$ cat config.mk
export PLATFORM = sky130hd
export DESIGN_NAME = json_string_unescape_utf8_flat
export DESIGN_NICKNAME = d
export VERILOG_FILES = /design/src/rtl/jsu_pkg.sv /design/src/rtl/jsu_if.sv /design/src/rtl/jsu_decode.sv /design/src/rtl/json_string_unescape_utf8.sv /design/src/flat_wrapper.sv
export VERILOG_INCLUDE_DIRS = /design/src /design/src/rtl
export SDC_FILE = /design/constraint.sdc
export NUM_CORES = 1
export LEC_CHECK = 0
export CAP_MARGIN = 20
export CORE_MARGIN = 2
export CORE_UTILIZATION = 30
export CTS_CLUSTER_SIZE = 24
export DETAILED_ROUTE_END_ITERATION = 8
export DONT_BUFFER_PORTS = 1
export SYNTH_ARGS = -nofsm -noshare
export SYNTH_HDL_FRONTEND = slang
export SYNTH_SLANG_ARGS = --single-unit
$ cat constraint.sdc
create_clock -name i_clk -period 4.1 [get_ports i_clk]
set_input_delay 0.205 -clock i_clk [delete_from_list [all_inputs] [get_ports i_clk]]
set_output_delay 0.205 -clock i_clk [all_outputs]
set_load 0.01 [all_outputs]
$ cat src/rtl/json_string_unescape_utf8_macros.svh
// Assertion macros shared by the JSON string unescaper RTL.
// Each macro expects i_clk and i_rst_n in the scope of its use.
`ifndef JSON_STRING_UNESCAPE_UTF8_MACROS_SVH
`define JSON_STRING_UNESCAPE_UTF8_MACROS_SVH

// same-cycle implication
`define JSU_ASSERT_IMP(label, ante, cons, msg) \
    label: assert property (@(posedge i_clk) disable iff (!i_rst_n) (ante) |-> (cons)) \
        else $error(msg);

// next-cycle implication
`define JSU_ASSERT_NXT(label, ante, cons, msg) \
    label: assert property (@(posedge i_clk) disable iff (!i_rst_n) (ante) |=> (cons)) \
        else $error(msg);

`endif

$ cat src/rtl/jsu_pkg.sv
// Shared types and constants of the JSON string unescaper.
// No dependencies; used by the decoder, the top level and the testbench.
package jsu_pkg;

    localparam int unsigned JSU_QUEUE_DEPTH = 8;
    localparam int unsigned JSU_MAX_OUT     = 4;

    typedef enum logic [1:0] {
        PH_NORMAL = 2'd0,
        PH_ESC    = 2'd1,
        PH_HEX    = 2'd2
    } t_phase;

    typedef struct packed {
        t_phase      phase;
        logic [15:0] hex_value;
        logic [2:0]  hex_count;
        logic        hex_stopped;
        logic [15:0] held_high;
    } t_state;

    typedef struct packed {
        logic [2:0]                   n;
        logic                         byte_valid;
        logic [JSU_MAX_OUT-1:0][7:0]  bytes;
    } t_dec;

    typedef struct packed {
        logic [7:0] out_byte;
        logic       byte_valid;
        logic       run_last;
        logic       string_end;
    } t_res;

endpackage

$ cat src/rtl/jsu_if.sv
// Valid/ready channel interfaces of the JSON string unescaper.
// Depends on nothing; one interface for the raw bytes, one for the results.
interface jsu_in_if;
    logic       valid;
    logic       ready;
    logic [7:0] in_byte;
    logic       string_last;

    modport source (output valid, output in_byte, output string_last, input ready);
    modport sink   (input valid, input in_byte, input string_last, output ready);
endinterface

interface jsu_out_if;
    logic       valid;
    logic       ready;
    logic [7:0] out_byte;
    logic       byte_valid;
    logic       run_last;
    logic       string_end;

    modport source (output valid, output out_byte, output byte_valid, output run_last,
                    output string_end, input ready);
    modport sink   (input valid, input out_byte, input byte_valid, input run_last,
                    input string_end, output ready);
endinterface

$ cat src/rtl/jsu_decode.sv
// Combinational decoder: one string byte plus escape state to next state and
// up to four UTF-8 result bytes. Depends on jsu_pkg.
module jsu_decode (
    input  jsu_pkg::t_state i_state,
    input  logic [7:0]      i_byte,
    input  logic            i_last,
    output jsu_pkg::t_state o_state,
    output jsu_pkg::t_dec   o_dec
);
    import jsu_pkg::*;

    localparam logic [7:0] CH_BSL = 8'h5C;
    localparam logic [7:0] CH_N   = 8'h6E;
    localparam logic [7:0] CH_R   = 8'h72;
    localparam logic [7:0] CH_T   = 8'h74;
    localparam logic [7:0] CH_B   = 8'h62;
    localparam logic [7:0] CH_F   = 8'h66;
    localparam logic [7:0] CH_U   = 8'h75;
    localparam logic [7:0] CH_Q   = 8'h3F;

    function automatic logic [4:0] f_hex(input logic [7:0] b);
        logic [4:0] r;
        r = 5'd0;
        if (b >= 8'h30 && b <= 8'h39) begin
            r = {1'b1, b[3:0]};
        end else if ((b >= 8'h61 && b <= 8'h66) || (b >= 8'h41 && b <= 8'h46)) begin
            r = {1'b1, b[3:0] + 4'd9};
        end
        return r;
    endfunction

    t_state      ns;
    t_dec        dec;
    logic        fin;
    logic [15:0] code;
    logic [15:0] hv_n;
    logic [2:0]  cnt_n;
    logic [4:0]  hx;
    logic [20:0] full;

    always_comb begin
        ns        = i_state;
        dec       = '0;
        fin       = 1'b0;
        code      = 16'd0;
        hv_n      = i_state.hex_value;
        cnt_n     = i_state.hex_count + 3'd1;
        hx        = f_hex(i_byte);

        case (i_state.phase)
            PH_ESC: begin
                ns.phase = PH_NORMAL;
                dec.n    = 3'd1;
                case (i_byte)
                    CH_N: dec.bytes[0] = 8'h0A;
                    CH_R: dec.bytes[0] = 8'h0D;
                    CH_T: dec.bytes[0] = 8'h09;
                    CH_B: dec.bytes[0] = 8'h08;
                    CH_F: dec.bytes[0] = 8'h0C;
                    CH_U: begin
                        dec.n          = 3'd0;
                        ns.hex_value   = 16'd0;
                        ns.hex_count   = 3'd0;
                        ns.hex_stopped = 1'b0;
                        if (i_last) begin
                            fin = 1'b1;
                        end else begin
                            ns.phase = PH_HEX;
                        end
                    end
                    default: dec.bytes[0] = i_byte;
                endcase
            end
            PH_HEX: begin
                if (!i_state.hex_stopped && hx[4]) begin
                    hv_n = {i_state.hex_value[11:0], hx[3:0]};
                end else begin
                    ns.hex_stopped = 1'b1;
                end
                ns.hex_value = hv_n;
                ns.hex_count = cnt_n;
                if (cnt_n >= 3'd4 || i_last) begin
                    fin            = 1'b1;
                    code           = hv_n;
                    ns.phase       = PH_NORMAL;
                    ns.hex_value   = 16'd0;
                    ns.hex_count   = 3'd0;
                    ns.hex_stopped = 1'b0;
                end
            end
            default: begin
                ns.phase = PH_NORMAL;
                if (i_byte == CH_BSL) begin
                    if (i_last) begin
                        dec.n = 3'd1;
                    end else begin
                        ns.phase = PH_ESC;
                    end
                end else begin
                    dec.n        = 3'd1;
                    dec.bytes[0] = i_byte;
                end
            end
        endcase

        full = 21'h10000 + 21'({i_state.held_high[9:0], code[9:0]});

        if (i_last) begin
            ns.phase       = PH_NORMAL;
            ns.hex_value   = 16'd0;
            ns.hex_count   = 3'd0;
            ns.hex_stopped = 1'b0;
        end

        if (fin) begin
            if (i_state.held_high != 16'd0) begin
                ns.held_high = 16'd0;
                if (code >= 16'hDC00 && code <= 16'hDFFF) begin
                    dec.n        = 3'd4;
                    dec.bytes[0] = 8'hF0 | {5'd0, full[20:18]};
                    dec.bytes[1] = 8'h80 | {2'd0, full[17:12]};
                    dec.bytes[2] = 8'h80 | {2'd0, full[11:6]};
                    dec.bytes[3] = 8'h80 | {2'd0, full[5:0]};
                end else begin
                    dec.n        = 3'd1;
                    dec.bytes[0] = CH_Q;
                end
            end else if (code >= 16'hD800 && code <= 16'hDBFF) begin
                ns.held_high = code;
            end else if (code <= 16'h007F) begin
                dec.n        = 3'd1;
                dec.bytes[0] = code[7:0];
            end else if (code <= 16'h07FF) begin
                dec.n        = 3'd2;
                dec.bytes[0] = 8'hC0 | {3'd0, code[10:6]};
                dec.bytes[1] = 8'h80 | {2'd0, code[5:0]};
            end else begin
                dec.n        = 3'd3;
                dec.bytes[0] = 8'hE0 | {4'd0, code[15:12]};
                dec.bytes[1] = 8'h80 | {2'd0, code[11:6]};
                dec.bytes[2] = 8'h80 | {2'd0, code[5:0]};
            end
        end

        dec.byte_valid = (dec.n != 3'd0);
        if (!dec.byte_valid && i_last) begin
            dec.n = 3'd1;
        end
    end

    assign o_state = ns;
    assign o_dec   = dec;

endmodule

$ cat src/rtl/json_string_unescape_utf8.sv
// JSON string body unescaper with UTF-8 output: one string byte per transfer in,
// one decoded byte per transfer out. A byte goes through the input stage register and
// is decoded into the result queue. The input stage accepts a byte every cycle
// while the result queue (QUEUE_DEPTH entries, a power of two of at least four)
// has at least four free places; the output drains one byte per cycle while ready
// is high; an input decoding to k bytes (k = 0..4, one for a bare end marker) is k results.
// Depends on jsu_pkg, jsu_if, jsu_decode and the assertion macro header.
`include "json_string_unescape_utf8_macros.svh"

module json_string_unescape_utf8 #(
    parameter int unsigned QUEUE_DEPTH = jsu_pkg::JSU_QUEUE_DEPTH
) (
    input  logic             i_clk,
    input  logic             i_rst_n,
    jsu_in_if.sink           i_in,
    jsu_out_if.source        o_out
);
    import jsu_pkg::*;

    localparam int unsigned AW    = $clog2(QUEUE_DEPTH);
    localparam int unsigned CW    = $clog2(QUEUE_DEPTH + 1);
    localparam logic [CW-1:0] FILL_MAX = CW'(QUEUE_DEPTH - JSU_MAX_OUT);

    logic          r_stg_vld;
    logic [7:0]    r_stg_byte;
    logic          r_stg_last;
    t_state        r_state;
    t_state        n_state;
    t_dec          dec;
    t_res          r_queue [QUEUE_DEPTH];
    t_res          n_entry [JSU_MAX_OUT];
    logic [AW-1:0] r_wptr;
    logic [AW-1:0] r_rptr;
    logic [CW-1:0] r_count;
    logic          stg_go;
    logic          pop;
    logic [2:0]    push_n;

    jsu_decode u_decode (
        .i_state (r_state),
        .i_byte  (r_stg_byte),
        .i_last  (r_stg_last),
        .o_state (n_state),
        .o_dec   (dec)
    );

    assign stg_go      = r_stg_vld && (r_count <= FILL_MAX);
    assign i_in.ready  = !r_stg_vld || stg_go;
    assign push_n      = stg_go ? dec.n : 3'd0;
    assign o_out.valid = (r_count != '0);
    assign pop         = o_out.valid && o_out.ready;

    assign o_out.out_byte   = r_queue[r_rptr].out_byte;
    assign o_out.byte_valid = r_queue[r_rptr].byte_valid;
    assign o_out.run_last   = r_queue[r_rptr].run_last;
    assign o_out.string_end = r_queue[r_rptr].string_end;

    always_comb begin
        for (int k = 0; k < JSU_MAX_OUT; k++) begin
            n_entry[k].out_byte   = dec.bytes[k];
            n_entry[k].byte_valid = dec.byte_valid;
            n_entry[k].run_last   = (3'(k) == dec.n - 3'd1);
            n_entry[k].string_end = (3'(k) == dec.n - 3'd1) && r_stg_last;
        end
    end

    always_ff @(posedge i_clk) begin
        if (i_in.valid && i_in.ready) begin
            r_stg_byte <= i_in.in_byte;
            r_stg_last <= i_in.string_last;
        end
        if (stg_go) begin
            for (int k = 0; k < JSU_MAX_OUT; k++) begin
                if (3'(k) < dec.n) begin
                    r_queue[r_wptr + AW'(k)] <= n_entry[k];
                end
            end
        end
    end

    always_ff @(posedge i_clk) begin
        if (!i_rst_n) begin
            r_stg_vld <= 1'b0;
            r_state   <= '{phase: PH_NORMAL, default: '0};
            r_wptr    <= '0;
            r_rptr    <= '0;
            r_count   <= '0;
        end else begin
            if (i_in.ready) begin
                r_stg_vld <= i_in.valid;
            end
            if (stg_go) begin
                r_state <= n_state;
                r_wptr  <= r_wptr + AW'(push_n);
            end
            if (pop) begin
                r_rptr <= r_rptr + AW'(1);
            end
            r_count <= r_count + CW'(push_n) - CW'(pop);
        end
    end

    `JSU_ASSERT_IMP(a_queue_bound, 1'b1, r_count <= CW'(QUEUE_DEPTH), "result queue overflow")
    `JSU_ASSERT_IMP(a_marker_shape, o_out.valid && !o_out.byte_valid,
        o_out.run_last && o_out.string_end && o_out.out_byte == 8'd0, "bad end marker")
    `JSU_ASSERT_IMP(a_end_is_run_last, o_out.valid && o_out.string_end, o_out.run_last,
        "string end not on last result of transfer")
    `JSU_ASSERT_NXT(a_end_clears, stg_go && r_stg_last,
        r_state.phase == PH_NORMAL && r_state.hex_count == 3'd0,
        "escape state kept past string end")
    `JSU_ASSERT_IMP(a_held_range, 1'b1,
        r_state.held_high == 16'd0 ||
        (r_state.held_high >= 16'hD800 && r_state.held_high <= 16'hDBFF),
        "held value is not a high surrogate")

endmodule

$ cat src/flat_wrapper.sv
// flat-port wrapper written by rule: the top's interface ports become plain ports
module json_string_unescape_utf8_flat import jsu_pkg::*;
#(
    parameter int unsigned QUEUE_DEPTH = jsu_pkg::JSU_QUEUE_DEPTH
)
  (i_clk, i_rst_n, i_in_valid, i_in_in_byte, i_in_string_last, i_in_ready, o_out_valid, o_out_out_byte, o_out_byte_valid, o_out_run_last, o_out_string_end, o_out_ready);
  jsu_in_if i_in_i ();
  jsu_out_if o_out_i ();
  input  logic i_clk;
  input  logic i_rst_n;
  input wire logic [$bits(i_in_i.valid)-1:0] i_in_valid;
  input wire logic [$bits(i_in_i.in_byte)-1:0] i_in_in_byte;
  input wire logic [$bits(i_in_i.string_last)-1:0] i_in_string_last;
  output wire logic [$bits(i_in_i.ready)-1:0] i_in_ready;
  output wire logic [$bits(o_out_i.valid)-1:0] o_out_valid;
  output wire logic [$bits(o_out_i.out_byte)-1:0] o_out_out_byte;
  output wire logic [$bits(o_out_i.byte_valid)-1:0] o_out_byte_valid;
  output wire logic [$bits(o_out_i.run_last)-1:0] o_out_run_last;
  output wire logic [$bits(o_out_i.string_end)-1:0] o_out_string_end;
  input wire logic [$bits(o_out_i.ready)-1:0] o_out_ready;
  assign i_in_i.valid = i_in_valid;
  assign i_in_i.in_byte = i_in_in_byte;
  assign i_in_i.string_last = i_in_string_last;
  assign i_in_ready = i_in_i.ready;
  assign o_out_valid = o_out_i.valid;
  assign o_out_out_byte = o_out_i.out_byte;
  assign o_out_byte_valid = o_out_i.byte_valid;
  assign o_out_run_last = o_out_i.run_last;
  assign o_out_string_end = o_out_i.string_end;
  assign o_out_i.ready = o_out_ready;
  json_string_unescape_utf8 #(.QUEUE_DEPTH(QUEUE_DEPTH)) u_core (.i_clk(i_clk), .i_rst_n(i_rst_n), .i_in(i_in_i), .o_out(o_out_i));
endmodule
[After elaboration in Yosys (flattened, before gate mapping)]
Memories as Yosys holds them, arrays and structs flattened. A register that Yosys moved wholly into a read port is not among the register bits.
Cells that the tools add are included.
Operators by class
  add/sub/neg operators: 11
  order comparisons: 18
  equality and inequality tests: 15
  muxes and demuxes: 57
  reduce and logical (&&, ||, !) cells: 30
Operators with widths (number)
  two-way mux 16 bit: 6
  two-way mux 24 bit: 3
  two-way mux 22 bit: 3
  == test 8 x 7 -> 1 bit, second input constant: 7
  case mux 8 bit (6 select lines): 1
  two-way mux 8 bit: 5
  case mux 20 bit (2 select lines): 1
  greater-or-equal comparator 16 bit, second input constant: 2
  less-or-equal comparator 16 bit, second input constant: 2
  two-way mux 32 bit: 1
  two-way mux 3 bit: 9
  adder 17 x 20 -> 21 bit, first input constant: 1
  two-way mux 1 bit: 20
  greater-or-equal comparator 8 x 7 -> 1 bit, second input constant: 2
  less-or-equal comparator 16 x 11 -> 1 bit, second input constant: 1
  less-or-equal comparator 16 x 7 -> 1 bit, second input constant: 1
  less-or-equal comparator 8 x 7 -> 1 bit, second input constant: 2
  case mux 8 bit (2 select lines): 1
  nonzero test 16 bit: 1
  logical AND 1 bit: 14
  two-way mux 14 bit: 1
  two-way mux 5 bit: 2
  adder 3 x 1 -> 3 bit, second input constant: 3
  greater-or-equal comparator 8 x 6 -> 1 bit, second input constant: 1
  other kinds (31): 41
Word-level totals
  register bits after elaboration: 58
  bits in writable memories: 88
  word-level logic and storage cells: 143
  memories kept: 1
Memory list
  u_core.r_queue: depth 8, bits a word 11, rd ports 1, clocked after memory_dff 1, wr ports 4, RTL line json_string_unescape_utf8.sv:30  | t_res r_queue [QUEUE_DEPTH];

[Logic depth before layout (Yosys ltp)]
Gate-level depths: netlist of run 1.
  word-level depth: 23
  gate-level depth with buffers: 18

[By module]
From an unflattened synthesis of run 1, not the netlist that was laid out.
Second synthesis, totals
  cells, all modules: 1280
  area total of the unflattened synthesis: 11065.6 µm²
Modules (own cells, without submodules)
  json_string_unescape_utf8: times used 1, cells each 931, area each 8896.0 µm², sequential area each 3953.8 µm²
  jsu_decode: times used 1, cells each 349, area each 2169.6 µm², sequential area each 0.0 µm²

[Worst setup path after synthesis of run 1]
Ideal clock, no wire load.
  path kind: reg-to-reg
  start: reg u_core.r_stg_byte[1]
  end: reg u_core.r_wptr[2]
  library setup time: 0.115 ns
  arrival time: 4.058 ns
  data required time: 3.985 ns
  path slack: -0.073 ns
  stages on the path, launching flop included: 18
  path buffers: 2
  period minus slack after synthesis: 4.173 ns
  cells stage by stage: edfxtp_1 inv_1 ha_1 or3b_1 and3_1 buf_2 or4_4 a311oi_4 a211oi_2 buf_2 nor2_1 nor2_1 ha_1 fa_1 xnor2_1 nand2_1 xnor2_1 and2_1
On the way
  longest elaborated chain between the ends: 21
  elaborated cells between the ends (all ways): 44
  those cells by class: add/sub (2); order compare (12); eq/ne (2); mux (18); reduce/logical (10)
RTL lines
  start: declaration: RTL line json_string_unescape_utf8.sv:25  | logic [7:0] r_stg_byte;
  start signal: assignment: RTL line json_string_unescape_utf8.sv:69  | r_stg_byte <= i_in.in_byte;
  greater-or-equal comparator 8 x 7 -> 1 bit or less-or-equal comparator 8 x 7 -> 1 bit (tied branches): RTL line jsu_decode.sv:26  | end else if ((b >= 8'h61 && b <= 8'h66) || (b >= 8'h41 && b <= 8'h46)) begin
  logical AND 1 bit: RTL line jsu_decode.sv:26
  logical OR 1 bit: RTL line jsu_decode.sv:26
  two-way mux 5 bit: RTL line jsu_decode.sv:26
  two-way mux 5 bit: RTL line jsu_decode.sv:24  | if (b >= 8'h30 && b <= 8'h39) begin
  logical AND 1 bit: RTL line jsu_decode.sv:75  | if (!i_state.hex_stopped && hx[4]) begin
  two-way mux 16 bit: RTL line jsu_decode.sv:75
  two-way mux 16 bit: RTL line jsu_decode.sv:82  | if (cnt_n >= 3'd4 || i_last) begin
  [5 not listed]
  two-way mux 3 bit: RTL line jsu_decode.sv:116  | if (i_state.held_high != 16'd0) begin
  two-way mux 3 bit *: RTL line jsu_decode.sv:115  | if (fin) begin
  nonzero test 3 bit: RTL line jsu_decode.sv:145  | dec.byte_valid = (dec.n != 3'd0);
  zero test 1 bit: RTL line jsu_decode.sv:146  | if (!dec.byte_valid && i_last) begin
  logical AND 1 bit: RTL line jsu_decode.sv:146
  two-way mux 3 bit *: RTL line jsu_decode.sv:146
  two-way mux 3 bit *: RTL line json_string_unescape_utf8.sv:49  | assign push_n = stg_go ? dec.n : 3'd0;
  adder 3 bit *: RTL line json_string_unescape_utf8.sv:94  | r_wptr <= r_wptr + AW'(push_n);
  end signal: assignment: RTL line json_string_unescape_utf8.sv:94
  end: declaration: RTL line json_string_unescape_utf8.sv:32  | logic [AW-1:0] r_wptr;
Every way passes the cells marked *; elsewhere a longest branch is shown, timed or not.
A chain may end at the register's enable or synchronous reset.

==> results of run 1 <==
-- power groups by stage --
| stage | clock (W) | combinational, W | sequential (W) |
|---|---|---|---|
| final | 0.00153 | 0.000870 | 0.00170 |
| after global routing | 0.00161 | 0.000956 | 0.00171 |
| after CTS | 0.00155 | 0.000849 | 0.00172 |
| after detailed placement | 0 | 0.000827 | 0.00175 |
| after global placement | 0 | 0.000824 | 0.00175 |
| after floorplan | 0 | 0.000626 | 0.00172 |
-- timing repair --
item | 4_1_cts | 5_1_grt
pin swaps | 0 | 5
setup buffers | 1 | 3
endpoints found under the hold margin | 61 | 0
resized for setup | 0 | 16
setup endpoints to repair | 1 | 31
hold buffers | 11 | 0
-- layer usage --
layer	global-route usage	wire length, um
met1	0.279	15600
met2	0.316	16200
met4	0.0675	1020
met5	0	0
met3	0.0416	2830
-- cell families after synthesis --
| family | count (synthesis) |
|---|---|
| multiplexers | 52 |
| adder cells (fa/ha/maj) | 23 |
| buffers and inverters | 97 |
| XOR/XNOR | 13 |
| flip-flops | 149 |
| AND/OR/NAND/NOR | 403 |
| AO/OA/AOI/OAI | 367 |
-- stage by stage --
stage / hold slack (ns) / utilization / std cells / setup TNS, ns
CTS: 0.0880 / 0.362 / 1629 / 0
floorplan: 0.304 / - / 1104 / 0
detailed placement: 0.304 / 0.341 / 1585 / 0
global placement: 0.304 / 0.341 / 1585 / 0
global route: 0.0971 / 0.367 / 1634 / -0.0671
finish: 0.0887 / 0.367 / 1634 / 0
-- final timing paths --
check                             from                    to  slack [ns]  depth (start not counted)
setup reg to reg  u_core.r_stg_byte[0]  u_core.r_queue[0][3]        0.17                         13
hold / removal             o_out_ready                  flop        0.09                          3
hold reg to reg     u_core.r_state[11]    u_core.r_state[11]        0.47                          2
setup / recovery  u_core.r_stg_byte[0]  u_core.r_queue[0][3]        0.17                         13
-- worst max-delay path, stage by stage, from the launching register on --
cell and delay [ns]:
edfxtp_1 0.43, ha_2 0.26, or3b_4 0.41, and3_1 0.21, or4_4 0.54, a311oi_4 0.35, buf_4 0.16, a211oi_2 0.04
buf_4 0.21, nor3_4 0.19, buf_6 0.20, nor2_1 0.14, a221oi_1 0.36, o22ai_1 0.16
-- cell usage after synthesis (all sizes together) (20+ instances only) --
library cell	instances	area share
o21ai	87	0.044
nand3	20	0.010
a221oi	24	0.021
nor4	23	0.015
dfxtp	60	0.12
inv	26	0.0098
a211oi	29	0.024
clkbuf	53	0.020
nor2b	33	0.021
a22oi	25	0.019
mux4	22	0.050
edfxtp	89	0.27
nor2	95	0.036
nor3	36	0.020
o22ai	46	0.029
a21oi	59	0.030
nand2	114	0.043
ha	21	0.026
-- final cells by class --
type / count / area share
Clock buffer: 19 / 0.0361
Clock inverter: 13 / 0.0103
Inverter: 26 / 0.00814
Multi-Input combinational cell: 858 / 0.489
Sequential cell: 149 / 0.323
Tap cell: 442 / 0.0461
Timing Repair Buffer: 127 / 0.0877
-- cells in the final DEF (no fill, tap or decap), types with 8 or more instances in the layout --
master	instances
nand2_1	114
buf_4	111
nor2_1	92
edfxtp_1	89
o21ai_0	82
dfxtp_1	60
a21oi_1	57
o22ai_1	46
nor2b_1	33
nor3_1	32
a22oi_1	25
inv_1	23
a211oi_1	23
a221oi_1	22
mux4_2	22
nor4_1	21
nand3_1	20
ha_1	18
and2_1	17
clkbuf_16	17
mux2i_1	16
and3_1	14
mux2_2	14
o211ai_1	13
a21boi_0	11
o31ai_1	10
dlygate4sd3_1	10
xnor2_1	9
a31oi_1	8
nand4_1	8
-- sequential cells by signal, indices dropped and copies added, names as in the netlist, named ones only --
name               count
u_core.r_stg_vld       1
u_core.r_rptr          3
u_core.r_stg_byte      8
u_core.r_queue        88
u_core.r_wptr          3
u_core.r_count         4
u_core.r_state        38
u_core.r_stg_last      1
==> flow_summary.ini, run 1 <==
[critical_path]
cp.arrival_ns = 4.11
cp-end-kind = flop
startpoint_type = flop
crit_required_ns = 4.28
cp_max_fo = 18
criticalPathCategory = flop to flop

[yosys]
avgSynthCellArea_um2 = 9.06
synth.net_count = 1140
netlist_area_um2 = 10000
synth_edf_count = 89
yosysUniqueCellTypes = 81
ys_warn_count = 0
synth_seq_cells = 149
yosys.area_share.simple = 0.203
synthFlopType = edfxtp_1
synth_compound_area_frac = 0.248
synth.area.mux_share = 0.0814
synthAdderAreaFrac = 0.0303
synth_xor_area_frac = 0.0114
yosysSeqAreaShare = 0.387
ys_async_sr_fraction = 0
syn_inst = 1104
synth_top_family_by_area = compound AO/OA/AOI/OAI gates

[power]
swShare = 0.296
combPwrFrac = 0.212
p_seq_frac = 0.415
p_int_w = 0.00289
clockPowerShare = 0.373
fin_total_pwr_w = 0.00411
ir_drop_v = 0.000288
switchingPower_w = 0.00122
p_leak_nw = 4.27
power_density_nw_per_um2 = 342

[floorplanning]
fp.dieH_um = 187
row_count = 66
core_um2 = 32700
initial_core_util = 0.306
ioPinCount = 26
dieWidth_um = 187
dieArea_um2 = 34800

[final_layout]
regArea_um2 = 3870
fillers = 3360
num-nets-final = 1215
areaGrowthSynthToFinish_pct = 20.0
multiInputGateArea_um2 = 5860
design_area_um2 = 12000
drive_above_1_share = 0.187
diodes = 0

[route]
antenna_left = 0
first_iter_violations = 1124
drc = 0
dr.pass1.iters = 5
wl_um = 35700
via_per_inst = 5.93
wire_per_inst_um = 21.8
vias = 9695

[timing]
min_period_over_period = 0.959
layout_setup_ws_ns = 0.167
fmax_ghz = 0.254
hold_viol = 0
period_needed_ns = 3.93
finalSetupViolCount = 0
skew_ns = 0.00868
maxSlewViolCount = 0
max_slew.worst_pin.slew_ns = 0.843
max_slew_margin = 0.434

[global_routing]
grt_max_degree = 51
grt.overflow.total = 0
grt_use_total = 0.202
grt_pass1_vias = 9050
antenna_found_initial = 0
grt_pass1_wl_um = 54600

[placed_design]
post-place-ws_ns = 0.00639
gp_congestion = 0.981
dp_hpwl_um = 27100
place_area_um2 = 11200
port_buffers = 0

[clock_tree]
clockBufferDepth = 2
path_clk_slew_ns = 0.07
cts_tree = yes
clk-insertion-delay-late_ns = 0.45
cts.sinks = 149
htreeDepth = 4
cts_root_buffer = clkbuf_16
numCtsBuffers = 17

[status]
status = completed

[run]
max-cap-violations = 0

[worst_hold_path]
hp-class = primary input to flop
(Power assumes the default switching activity.)
==> run 2, diff against run 1 <==
--- a/config.mk
+++ b/config.mk
@@ -8,7 +8,7 @@
 export LEC_CHECK = 0
 export CAP_MARGIN = 20
 export CORE_MARGIN = 2
-export CORE_UTILIZATION = 30
+export CORE_UTILIZATION = 35
 export CTS_CLUSTER_SIZE = 24
 export DETAILED_ROUTE_END_ITERATION = 8
 export DONT_BUFFER_PORTS = 1
==> run 2 against run 1 <==
Net effect:
- die area fell by 14%
- non-clock buffer count grew 10
- global-route usage up 3.8 points
- first-iteration DRC count is 28% higher
- fmax shrank 2.2%
- critical path depth is 1 higher
- sequential cell count did not move
- utilization is 6.3 points higher
- sequential power about the same
- power is 2.4% higher
- critical endpoint unchanged
==> flow_summary.ini, run 2 (same netlist as run 1, synthesis figures left out) <==
[status]
status = completed

[critical_path]
startpoint_type = flop
r2r-end = u_core.r_queue[0][3]
worst_path_most_repeated_cell = buf_4
cp_max_fo = 18
crit_chain = inv_2 > ha_4 > or3b_4 > and3_1 > or4_4 > a311oi_4 > buf_4 > a211oi_2 > buf_4 > nor3_4 > buf_4 > nor2_1 > a221oi_1 > o22ai_1
r2r_start = u_core.r_stg_byte[0]
cpPeakStageDelay_ns = 0.54
ff2ff_setup_slack_ns = 0.08
criticalPathCategory = flop to flop
critical-path-slowest-cell = or4_4
cp.arrival_ns = 4.19
crit_required_ns = 4.27
cp-end-kind = flop
reg2reg_depth = 14

[timing]
period_needed_ns = 4.02
max_slew.worst_pin.slew_ns = 0.909
layout_setup_ws_ns = 0.0790
fmax_ghz = 0.249
min_period_over_period = 0.981
max_slew_margin = 0.389
finalSetupViolCount = 0
hold_viol = 0
tns_ns = 0
maxSlewViolCount = 0
rsz0062_at_grt = true
skew_ns = 0.0126

[final_layout]
max_flop_register = u_core.r_queue
design_area_um2 = 12000
fillers = 2784
diodes = 0
drive_above_1_share = 0.195
final_cell_mix = buf_4 (121), nand2_1 (114), nor2_1 (92)
num-nets-final = 1225
largest_reg_flops = 88
mostFrequentLayoutCell = buf_4
areaGrowthSynthToFinish_pct = 20.2
reg_top3 = u_core.r_queue (88), u_core.r_state (38), u_core.r_stg_byte (8)

[floorplanning]
core_um2 = 27900
dieArea_um2 = 29900
row_count = 61
initial_core_util = 0.358
fp.dieH_um = 173
dieWidth_um = 173
ioPinCount = 26

[worst_hold_path]
hold_path_end = u_core.r_rptr[1]
hold_path_depth = 3
hold_start = o_out_ready
hp-class = primary input to flop

[route]
via_per_inst = 6.12
drc = 0
vias = 9670
wl_um = 36300
wire_per_inst_um = 23.0
first_iter_violations = 1439
dr.pass1.iters = 5
antenna_left = 0

[clock_tree]
clk-insertion-delay-late_ns = 0.45
numCtsBuffers = 17
cts_root_buffer = clkbuf_16
path_clk_slew_ns = 0.07
clockBufferDepth = 2
cts_tree = yes
cts.sinks = 149
htreeDepth = 4

[placed_design]
place_area_um2 = 11100
gp_congestion = 0.989
post-place-ws_ns = 0.0516
dp_hpwl_um = 27600
port_buffers = 0

[power]
power_density_nw_per_um2 = 350
ir_drop_v = 0.000195
p_leak_nw = 4.34

[run]
max-cap-violations = 0

[global_routing]
grt_max_degree = 51
grt_pass1_wl_um = 55800
grt_use_total = 0.240
grt_pass1_vias = 9437
antenna_found_initial = 0
grt.overflow.total = 0
run 2: cell types whose count changed in the layout (fill, tap and decap cells not counted), sizes merged:
cell and delta:
clkbuf -2, clkinvlp -1, inv +4, buf +10, clkinv -1
run 2: worst max-delay path by stage:
stage                            endpoint  cells past startpoint                 start
detailed placement   u_core.r_queue[7][0]                     14  u_core.r_stg_byte[0]
global route         u_core.r_queue[7][0]                     15  u_core.r_stg_byte[0]
finish               u_core.r_queue[0][3]                     14  u_core.r_stg_byte[0]
CTS                  u_core.r_queue[7][0]                     15  u_core.r_stg_byte[0]
global placement    u_core.r_queue[3][10]                     13  u_core.r_stg_byte[0]
floorplan                u_core.r_wptr[2]                     17  u_core.r_stg_byte[1]
run 2: through the flow:
| step | hold slack [ns] | power [W] | std cells | util |
|---|---|---|---|---|
| after detailed placement | 0.304 | 0.00259 | 1529 | 0.399 |
| after floorplan | 0.304 | 0.00234 | 1104 | - |
| after CTS | 0.0714 | 0.00423 | 1572 | 0.424 |
| final | 0.0673 | 0.00421 | 1580 | 0.430 |
| after global placement | 0.304 | 0.00258 | 1528 | 0.398 |
| after global routing | 0.107 | 0.00438 | 1580 | 0.430 |
run 2: layout make-up:
cell class / count / area [um2] / area share
Multi-Input combinational cell: 858 / 5860 / 0.487
Sequential cell: 149 / 3870 / 0.322
Timing Repair Buffer: 137 / 1120 / 0.0935
Tap cell: 378 / 473 / 0.0394
Clock buffer: 17 / 425 / 0.0354
Clock inverter: 15 / 165 / 0.0137
Inverter: 26 / 97.6 / 0.00812
run 2: power by group:
| group | leakage, nW | internal, W | total, W | switching, W |
|---|---|---|---|---|
| Combinational | 2.67 | 0.000387 | 0.000871 | 0.000483 |
| Sequential | 1.38 | 0.00165 | 0.00171 | 0.0000588 |
| Clock | 0.288 | 0.000865 | 0.00162 | 0.000759 |
| Total | 4.34 | 0.00290 | 0.00421 | 0.00130 |
run 2: worst max-delay path, delay by kind of cell (launching register included):
kind                     cells  cell delay (ns)
buffers and inverters        4             0.74
AND/OR/NAND/NOR              5             1.45
flip-flops                   1             0.46
AO/OA/AOI/OAI                4             0.95
adder cells (fa/ha/maj)      1             0.15
run 2: what timing repair did:
action,4_1_cts,5_1_grt
buffers inserted,0,7
hold endpoints to repair,61,0
gates resized for setup,0,16
endpoints found under the setup margin,0,98
hold buffers,11,0
run 2: per-layer routing:
metal,up-vias,GRT usage,wire length [um]
met3,98,0.0394,2510
met2,478,0.397,17200
li1,4435,-,-
met1,4659,0.316,15300
met4,0,0.0876,1270
met5,-,0,0
